**src/rtl/pmx_permutation_crossover_core_defines.svh**
```systemverilog
// assertion macros for the pmx crossover core
// used by rtl/pmx_permutation_crossover_core.sv, needs clk_i and rst_ni in scope
`ifndef PMX_PERMUTATION_CROSSOVER_CORE_DEFINES_SVH
`define PMX_PERMUTATION_CROSSOVER_CORE_DEFINES_SVH

`ifndef SYNTHESIS

// same-cycle implication, checked outside reset
`define PMX_ASSERT_IMPL(lbl, ante, cons) \
  lbl: assert property (@(posedge clk_i) disable iff (!rst_ni) (ante) |-> (cons)) \
    else $error("pmx assertion failed");

// next-cycle implication, checked outside reset
`define PMX_ASSERT_NEXT(lbl, ante, cons) \
  lbl: assert property (@(posedge clk_i) disable iff (!rst_ni) (ante) |=> (cons)) \
    else $error("pmx assertion failed");

`else

`define PMX_ASSERT_IMPL(lbl, ante, cons)
`define PMX_ASSERT_NEXT(lbl, ante, cons)

`endif

`endif

```
**src/rtl/pmx_pkg.sv**
```systemverilog
// shared constants, types and helpers for the pmx crossover core
// no dependencies
package pmx_pkg;

  localparam int PermLen    = 8;
  localparam int SymW       = 3;
  localparam int WordW      = PermLen * SymW;
  localparam int ChainSteps = 4;

  typedef logic [SymW-1:0]              sym_t;
  typedef logic [PermLen-1:0][SymW-1:0] sym_arr_t;
  typedef logic [PermLen-1:0]           lane_mask_t;

  // everything the mapping chain stages carry along
  typedef struct packed {
    sym_arr_t   pf;
    sym_arr_t   ps;
    sym_arr_t   map;   // position in ps of pf[x]
    sym_arr_t   x;     // chain position, one per lane
    lane_mask_t seg;
    lane_mask_t need;  // lane still has a symbol to place
    logic       err;
  } chain_t;

  // symbols are SymW bits and PermLen is 2**SymW, so range is always met
  function automatic logic is_perm(sym_arr_t sym);
    lane_mask_t seen;
    seen = '0;
    for (int i = 0; i < PermLen; i++) begin
      seen[sym[i]] = 1'b1;
    end
    return &seen;
  endfunction

endpackage

```
**src/rtl/pmx_if.sv**
```systemverilog
// valid/ready stream interfaces for the pmx crossover core
// depends on pmx_pkg
interface pmx_in_if;
  logic                       valid;
  logic                       ready;
  logic [pmx_pkg::WordW-1:0]  parent_first;
  logic [pmx_pkg::WordW-1:0]  parent_second;
  logic [pmx_pkg::SymW-1:0]   cut_start;
  logic [pmx_pkg::SymW-1:0]   cut_end;

  modport source (output valid, parent_first, parent_second, cut_start, cut_end,
                  input ready);
  modport sink   (input valid, parent_first, parent_second, cut_start, cut_end,
                  output ready);
endinterface

interface pmx_out_if;
  logic                       valid;
  logic                       ready;
  logic [pmx_pkg::WordW-1:0]  child;
  logic                       input_error;

  modport source (output valid, child, input_error, input ready);
  modport sink   (input valid, child, input_error, output ready);
endinterface

```
**src/rtl/pmx_chain_stage.sv**
```systemverilog
// several steps of the pmx mapping chain, all lanes side by side
// depends on pmx_pkg
module pmx_chain_stage (
  input  pmx_pkg::chain_t chain_i,
  output pmx_pkg::chain_t chain_o
);

  pmx_pkg::sym_arr_t x;

  always_comb begin
    x = chain_i.x;
    for (int s = 0; s < pmx_pkg::ChainSteps; s++) begin
      for (int i = 0; i < pmx_pkg::PermLen; i++) begin
        // stay put once the chain has left the segment
        if (chain_i.seg[x[i]]) begin
          x[i] = chain_i.map[x[i]];
        end
      end
    end
    chain_o   = chain_i;
    chain_o.x = x;
  end

endmodule

```
**src/rtl/pmx_permutation_crossover_core.sv**
```systemverilog
// top level of the pmx crossover core: pipeline registers and handshake
// depends on pmx_pkg, pmx_if, pmx_chain_stage and the defines header
//
// usage
//   in_i carries one crossover request per item: two parent permutations of
//   eight 3-bit symbols (position 0 in the low bits) and two cut points; the
//   cuts may come in either order. out_o carries one child per item, plus
//   input_error when either parent is not a permutation (child is then the
//   second parent unchanged).
//   throughput: one item per cycle while the receiver keeps out_o.ready
//   high; five register stages (input, mapping table, two stages of four
//   chain steps each, output) each with its own valid bit.
//   reset: all valid bits clear, the pipeline comes up empty and ready.
//   stall: each stage holds while the one after it is full and blocked, so a
//   stalled receiver fills the bubbles first and in_i.ready drops only when
//   every stage holds an item.
`include "pmx_permutation_crossover_core_defines.svh"

module pmx_permutation_crossover_core (
  input  logic             clk_i,
  input  logic             rst_ni,
  pmx_in_if.sink           in_i,
  pmx_out_if.source        out_o
);

  // stage valid bits and payload
  logic                         s1_valid_q, s2_valid_q, s3_valid_q, s4_valid_q;
  logic                         out_valid_q;
  pmx_pkg::sym_arr_t            s1_pf_q, s1_ps_q;
  pmx_pkg::sym_t                s1_cut_a_q, s1_cut_b_q;
  pmx_pkg::chain_t              s2_q, s2_d, s3_q, s3_d, s4_q, s4_d;
  logic [pmx_pkg::WordW-1:0]    child_q, child_d;
  logic                         err_q;

  // per-stage advance: a stage moves on when it is empty or its successor moves
  logic out_adv, s4_adv, s3_adv, s2_adv, s1_adv;

  assign out_adv = !out_valid_q || out_o.ready;
  assign s4_adv  = !s4_valid_q  || out_adv;
  assign s3_adv  = !s3_valid_q  || s4_adv;
  assign s2_adv  = !s2_valid_q  || s3_adv;
  assign s1_adv  = !s1_valid_q  || s2_adv;

  assign in_i.ready = s1_adv;

  always_ff @(posedge clk_i or negedge rst_ni) begin
    if (!rst_ni) begin
      s1_valid_q  <= 1'b0;
      s2_valid_q  <= 1'b0;
      s3_valid_q  <= 1'b0;
      s4_valid_q  <= 1'b0;
      out_valid_q <= 1'b0;
    end else begin
      if (s1_adv)  s1_valid_q  <= in_i.valid;
      if (s2_adv)  s2_valid_q  <= s1_valid_q;
      if (s3_adv)  s3_valid_q  <= s2_valid_q;
      if (s4_adv)  s4_valid_q  <= s3_valid_q;
      if (out_adv) out_valid_q <= s4_valid_q;
    end
  end

  // payload registers, no reset
  always_ff @(posedge clk_i) begin
    if (s1_adv && in_i.valid) begin
      s1_pf_q    <= pmx_pkg::sym_arr_t'(in_i.parent_first);
      s1_ps_q    <= pmx_pkg::sym_arr_t'(in_i.parent_second);
      s1_cut_a_q <= in_i.cut_start;
      s1_cut_b_q <= in_i.cut_end;
    end
    if (s2_adv && s1_valid_q) s2_q <= s2_d;
    if (s3_adv && s2_valid_q) s3_q <= s3_d;
    if (s4_adv && s3_valid_q) s4_q <= s4_d;
    if (out_adv && s4_valid_q) begin
      child_q <= child_d;
      err_q   <= s4_q.err;
    end
  end

  // stage 1 -> 2: segment mask, mapping table, lanes that need placing
  pmx_pkg::sym_t     cut_lo, cut_hi;
  pmx_pkg::sym_arr_t inv_ps;
  logic              present;

  always_comb begin
    // reversed cuts are swapped; cuts cannot exceed the last position
    if (s1_cut_b_q < s1_cut_a_q) begin
      cut_lo = s1_cut_b_q;
      cut_hi = s1_cut_a_q;
    end else begin
      cut_lo = s1_cut_a_q;
      cut_hi = s1_cut_b_q;
    end

    // position of each symbol in the second parent
    inv_ps = '0;
    for (int k = 0; k < pmx_pkg::PermLen; k++) begin
      inv_ps[s1_ps_q[k]] = pmx_pkg::sym_t'(k);
    end

    s2_d     = '0;
    s2_d.pf  = s1_pf_q;
    s2_d.ps  = s1_ps_q;
    s2_d.err = !pmx_pkg::is_perm(s1_pf_q) || !pmx_pkg::is_perm(s1_ps_q);
    for (int p = 0; p < pmx_pkg::PermLen; p++) begin
      s2_d.seg[p] = (pmx_pkg::sym_t'(p) >= cut_lo) && (pmx_pkg::sym_t'(p) <= cut_hi);
      s2_d.map[p] = inv_ps[s1_pf_q[p]];
      // chain starts at its own position, which lies in the segment for every lane that needs placing
      s2_d.x[p]   = pmx_pkg::sym_t'(p);
    end
    for (int i = 0; i < pmx_pkg::PermLen; i++) begin
      present = 1'b0;
      for (int j = 0; j < pmx_pkg::PermLen; j++) begin
        if (s2_d.seg[j] && (s1_pf_q[j] == s1_ps_q[i])) present = 1'b1;
      end
      s2_d.need[i] = s2_d.seg[i] && !present;
    end
  end

  // stages 2 -> 3 and 3 -> 4: four chain steps each, eight in all
  pmx_chain_stage u_chain_a (
    .chain_i (s2_q),
    .chain_o (s3_d)
  );

  pmx_chain_stage u_chain_b (
    .chain_i (s3_q),
    .chain_o (s4_d)
  );

  // stage 4 -> output: assemble the child
  always_comb begin
    for (int p = 0; p < pmx_pkg::PermLen; p++) begin
      if (s4_q.seg[p]) begin
        child_d[p*pmx_pkg::SymW +: pmx_pkg::SymW] = s4_q.pf[p];
      end else begin
        child_d[p*pmx_pkg::SymW +: pmx_pkg::SymW] = s4_q.ps[p];
        // at most one lane lands on any position for real permutations
        for (int i = 0; i < pmx_pkg::PermLen; i++) begin
          if (s4_q.need[i] && !s4_q.seg[s4_q.x[i]] &&
              (s4_q.x[i] == pmx_pkg::sym_t'(p))) begin
            child_d[p*pmx_pkg::SymW +: pmx_pkg::SymW] = s4_q.ps[i];
          end
        end
      end
    end
    // bad parent passes the second parent through
    if (s4_q.err) child_d = pmx_pkg::WordW'(s4_q.ps);
  end

  assign out_o.valid       = out_valid_q;
  assign out_o.child       = child_q;
  assign out_o.input_error = err_q;

  // only segment positions can be lanes that still need placing
  `PMX_ASSERT_IMPL(a_need_in_seg, s2_valid_q, (s2_q.need & ~s2_q.seg) == '0)

  // after eight steps the chain of lane 0 of a good item has left the segment, if that lane needs placing
  `PMX_ASSERT_IMPL(a_chain_exits, s4_valid_q && !s4_q.err,
                   s4_q.seg[s4_q.x[0]] == 1'b0 || !s4_q.need[0])

  // a good item always yields a permutation
  `PMX_ASSERT_IMPL(a_child_perm, out_valid_q && !err_q,
                   pmx_pkg::is_perm(pmx_pkg::sym_arr_t'(child_q)))

  // input back-pressure only when the whole pipeline is full and stalled
  `PMX_ASSERT_IMPL(a_ready_low, !in_i.ready,
                   out_valid_q && !out_o.ready && s4_valid_q && s1_valid_q)

  // a taken result that was not replaced leaves the output empty
  `PMX_ASSERT_NEXT(a_out_drain, out_valid_q && out_o.ready && !s4_valid_q,
                   !out_valid_q)

endmodule

```
**src/flat_wrapper.sv**
```systemverilog
// flat-port wrapper written by rule: the top's interface ports become plain ports
module pmx_permutation_crossover_core_flat 
  (clk_i, rst_ni, in_i_valid, in_i_parent_first, in_i_parent_second, in_i_cut_start, in_i_cut_end, in_i_ready, out_o_valid, out_o_child, out_o_input_error, out_o_ready);
  pmx_in_if in_i_i ();
  pmx_out_if out_o_i ();
  input  logic clk_i;
  input  logic rst_ni;
  input wire logic [$bits(in_i_i.valid)-1:0] in_i_valid;
  input wire logic [$bits(in_i_i.parent_first)-1:0] in_i_parent_first;
  input wire logic [$bits(in_i_i.parent_second)-1:0] in_i_parent_second;
  input wire logic [$bits(in_i_i.cut_start)-1:0] in_i_cut_start;
  input wire logic [$bits(in_i_i.cut_end)-1:0] in_i_cut_end;
  output wire logic [$bits(in_i_i.ready)-1:0] in_i_ready;
  output wire logic [$bits(out_o_i.valid)-1:0] out_o_valid;
  output wire logic [$bits(out_o_i.child)-1:0] out_o_child;
  output wire logic [$bits(out_o_i.input_error)-1:0] out_o_input_error;
  input wire logic [$bits(out_o_i.ready)-1:0] out_o_ready;
  assign in_i_i.valid = in_i_valid;
  assign in_i_i.parent_first = in_i_parent_first;
  assign in_i_i.parent_second = in_i_parent_second;
  assign in_i_i.cut_start = in_i_cut_start;
  assign in_i_i.cut_end = in_i_cut_end;
  assign in_i_ready = in_i_i.ready;
  assign out_o_valid = out_o_i.valid;
  assign out_o_child = out_o_i.child;
  assign out_o_input_error = out_o_i.input_error;
  assign out_o_i.ready = out_o_ready;
  pmx_permutation_crossover_core u_core (.clk_i(clk_i), .rst_ni(rst_ni), .in_i(in_i_i), .out_o(out_o_i));
endmodule
```
**config.mk**
```make
export PLATFORM = sky130hd
export DESIGN_NAME = pmx_permutation_crossover_core_flat
export DESIGN_NICKNAME = d
export VERILOG_FILES = /design/src/rtl/pmx_pkg.sv /design/src/rtl/pmx_if.sv /design/src/rtl/pmx_chain_stage.sv /design/src/rtl/pmx_permutation_crossover_core.sv /design/src/flat_wrapper.sv
export VERILOG_INCLUDE_DIRS = /design/src /design/src/rtl
export SDC_FILE = /design/constraint.sdc
export NUM_CORES = 2
export LEC_CHECK = 0
export ABC_CLOCK_PERIOD_IN_PS = 5600
export BUFFER_PORTS_ARGS = -buffer_cell sky130_fd_sc_hd__buf_2
export CORE_ASPECT_RATIO = 1.2
export CORE_UTILIZATION = 35
export CTS_CLUSTER_SIZE = 12
export DETAILED_ROUTE_END_ITERATION = 7
export GPL_TIMING_DRIVEN = 0
export HOLD_SLACK_MARGIN = 0.08
export PLACE_DENSITY_LB_ADDON = 0.1
export SYNTH_ARGS = -nofsm -noshare
export SYNTH_HDL_FRONTEND = slang
export SYNTH_HIERARCHICAL = 1
export SYNTH_SLANG_ARGS = --single-unit
```
**constraint.sdc**
```tcl
create_clock -name clk_i -period 5.6 [get_ports clk_i]
set_clock_uncertainty 0.1 [all_clocks]
set_input_delay 0.28 -clock clk_i [delete_from_list [all_inputs] [get_ports clk_i]]
set_output_delay 0.28 -clock clk_i [all_outputs]
set_load 0.02 [all_outputs]
```
==> impl_metrics.yaml <==
cells_and_area:
  fin_cells: 6392
  finalNetCount: 4801
  final_common_cell: "mux2i_1"
  fill_cells: 12030
  final_cell_mix: "mux2i_1 (505), edfxtp_1 (370), nand2_1 (316)"
  drive_gt1_frac: 0.2261
  area_growth_pct: 13.02
worst_setup_path:
  worst_setup_path_end_kind: "register"
  path_common_cell: "mux2i_1"
  start_kind: "register"
  critical-path-slowest-cell: "mux4_2"
  reg2reg_to: "u_core/s4_q[23]$_DFFE_PP_"
  worstPathRequired_ns: 5.83
  reg2reg_setup_slack_ns: 0.12
  worstPathArrival_ns: 5.71
  r2r-start: "u_core/s3_q[15]$_DFFE_PP_"
  crit_path_max_fanout: 10
  critPathMaxStageDelay_ns: 0.54
  path_cells: "clkbuf_2, mux4_2, a22oi_1, a21oi_4, mux4_2, mux2i_1, buf_4, mux2i_1, o32ai_1, a211oi_2, buf_4, buf_4, mux2i_1, mux2i_1, mux2_2, mux2_2"
  reg2reg_depth: 16
  critPathKind: "register to register"
floorplan:
  coreArea_um2: 120200
  die_w_um: 320.3
  num_io_pins: 85
  die_height_um: 383.9
  rows: 139
  start_util: 0.3540
  die_area_um2: 123000
clocking:
  cts.sinks: 375
  clkTransAtPathRegs_ns: 0.06
  htreeDepth: 2
  cts_buffers: 43
  tritoncts: "built"
  worstSkewPairLatency_ns: 0.61
  clk_path_buf_depth: 3
  cts_root_buf: "clkbuf_16"
drt:
  drt-initial-drc-count: 4147
  firstDrtPassIters: 6
  drc_errors: 0
  antenna_left: 0
  vias: 40220
  avgViaCountPerCell: 6.292
  finalWirelength_um: 191100
  wl_per_cell_um: 29.90
power:
  p_int_uw: 15650
  clkPwrFrac: 0.096
  p_leak_uw: 0.01799
  ir_worst_vdd_mv: 0.4043
  switching_share: 0.4923
  p_sw_uw: 15170
  combPwrFrac: 0.750
  power_density_nw_per_um2: 640.9
  seq_power_share: 0.153
timing:
  finalSetupViolations: 0
  final-max-slew-violation-count: 8
  tns_ns: 0
  rsz0062_at_grt: "true"
  fin_hold_ws_ns: 0.2803
  finalCriticalPeriod_ns: 5.481
  max_freq_mhz: 182.4
  hold_viol: 0
  fin_crit_sh: 0.9787
  worstMarginPinSlew_ns: 1.621
  maxSlewHeadroom: -0.08075
global_route:
  grt_pass1_wl_um: 272900
  antenna_found_initial: 5
  grt_pass1_vias: 38540
  grt_max_degree: 68
  grt_overflow: 0
  track_usage: 0.3015
placement:
  gp_congestion: 0.9983
  dp_hpwl_um: 136800
  dp_cells: 6224
  port_buffers: 84
min_path:
  min_to: "u_core/s1_ps_q[8]$_DFFE_PP_"
  min_from: "in_i_parent_second[8]"
  hp-class: "input port to register"
  hold_depth: 2
yosys:
  yosysWarnings: 6
  synth_area_um2: 42550
  syn-instance-count: 4451
  syn_area_per_cell_um2: 9.559
status:
  outcome: "complete, but fails checks"
  violations: "max-slew violations"
job:
  maxCapViolCount: 0
## layer usage
layer / up-vias / GRT usage / routed length, µm
met5: - / 0 / 23
met4: 4 / 0.1782 / 13160
met3: 634 / 0.04365 / 14540
met2: 2211 / 0.4902 / 87180
met1: 19870 / 0.3800 / 76200
li1: 17500 / - / -
## area by class of cell
type,instances,area [µm²],share of cell area
inverters,100,384.1,0.007988
flip-flops and latches,375,11240,0.2337
well taps,1621,2028,0.04218
multi-input cells,3413,28130,0.5850
clock inverters,17,321.6,0.006687
clock buffers,56,1155,0.02402
plain buffers,617,3373,0.07015
repair buffers,189,1446,0.03008
diodes,4,10.01,0.0002082
## worst max-delay path by stage
stage / cells past startpoint / slack, ns / start / endpoint
2_1_floorplan: 16 / 0.96 / u_core/s2_q[16]$_DFFE_PP_ / u_core/s3_q[38]$_DFFE_PP_
3_3_place_gp: 16 / -0.78 / u_core/s3_q[10]$_DFFE_PP_ / u_core/s4_q[40]$_DFFE_PP_
3_5_place_dp: 16 / -0.76 / u_core/s3_q[10]$_DFFE_PP_ / u_core/s4_q[40]$_DFFE_PP_
4_1_cts: 15 / 0.006 / u_core/s2_q[16]$_DFFE_PP_ / u_core/s3_q[38]$_DFFE_PP_
5_1_grt: 17 / -0.08 / u_core/s2_q[10]$_DFFE_PP_ / u_core/s3_q[20]$_DFFE_PP_
6_report: 16 / 0.12 / u_core/s3_q[15]$_DFFE_PP_ / u_core/s4_q[23]$_DFFE_PP_
## power by group through the flow
stage	logic, µW	clock network (µW)	registers (µW)
finish	23100	2970	4720
global route	24500	3150	4760
CTS	22300	3050	4730
detailed placement	22000	0	4770
global placement	21900	0	4820
floorplan	16900	0	4460
## stage by stage
stage | utilization | setup WS (ns) | instance area (µm²) | total power (µW)
5_1_grt | 0.4000 | -0.07536 | 48070 | 32440
3_5_place_dp | 0.3775 | -0.7558 | 45370 | 26820
6_report | 0.4001 | 0.1190 | 48080 | 30820
2_1_floorplan | - | 0.9573 | 42780 | 21350
3_3_place_gp | 0.3763 | -0.7759 | 45230 | 26700
4_1_cts | 0.3957 | 0.005743 | 47560 | 30090
## what timing repair did
item,in CTS,in global routing
buffers inserted,3,38
hold endpoints to repair,64,0
resized for setup,35,73
hold buffers,58,0
pin swaps,0,6
endpoints found under the setup margin,34,42
## registers in the layout, summed over array words and instances, names as in the netlist
register and count:
u_core/s2_valid_q 1, u_core/out_o.valid 1, u_core/s3_valid_q 1, u_core/s1_cut_b_q 3, u_core/s4_q 89, u_core/s2_q 89
u_core/s3_q 113, u_core/s1_pf_q 24, u_core/s1_cut_a_q 3, u_core/s4_valid_q 1, u_core/s1_valid_q 1, u_core/out_o.child 24
u_core/s1_ps_q 24, u_core/out_o.input_error 1
## worst max-delay path: cells and delay by family, from the launching register on
family,cells,cell delay (ns)
multiplexers,8,2.47
buffers and inverters,4,1.09
AO/OA/AOI/OAI,4,1.03
flip-flops,1,0.53
Power figures use the tool's default switching activity.
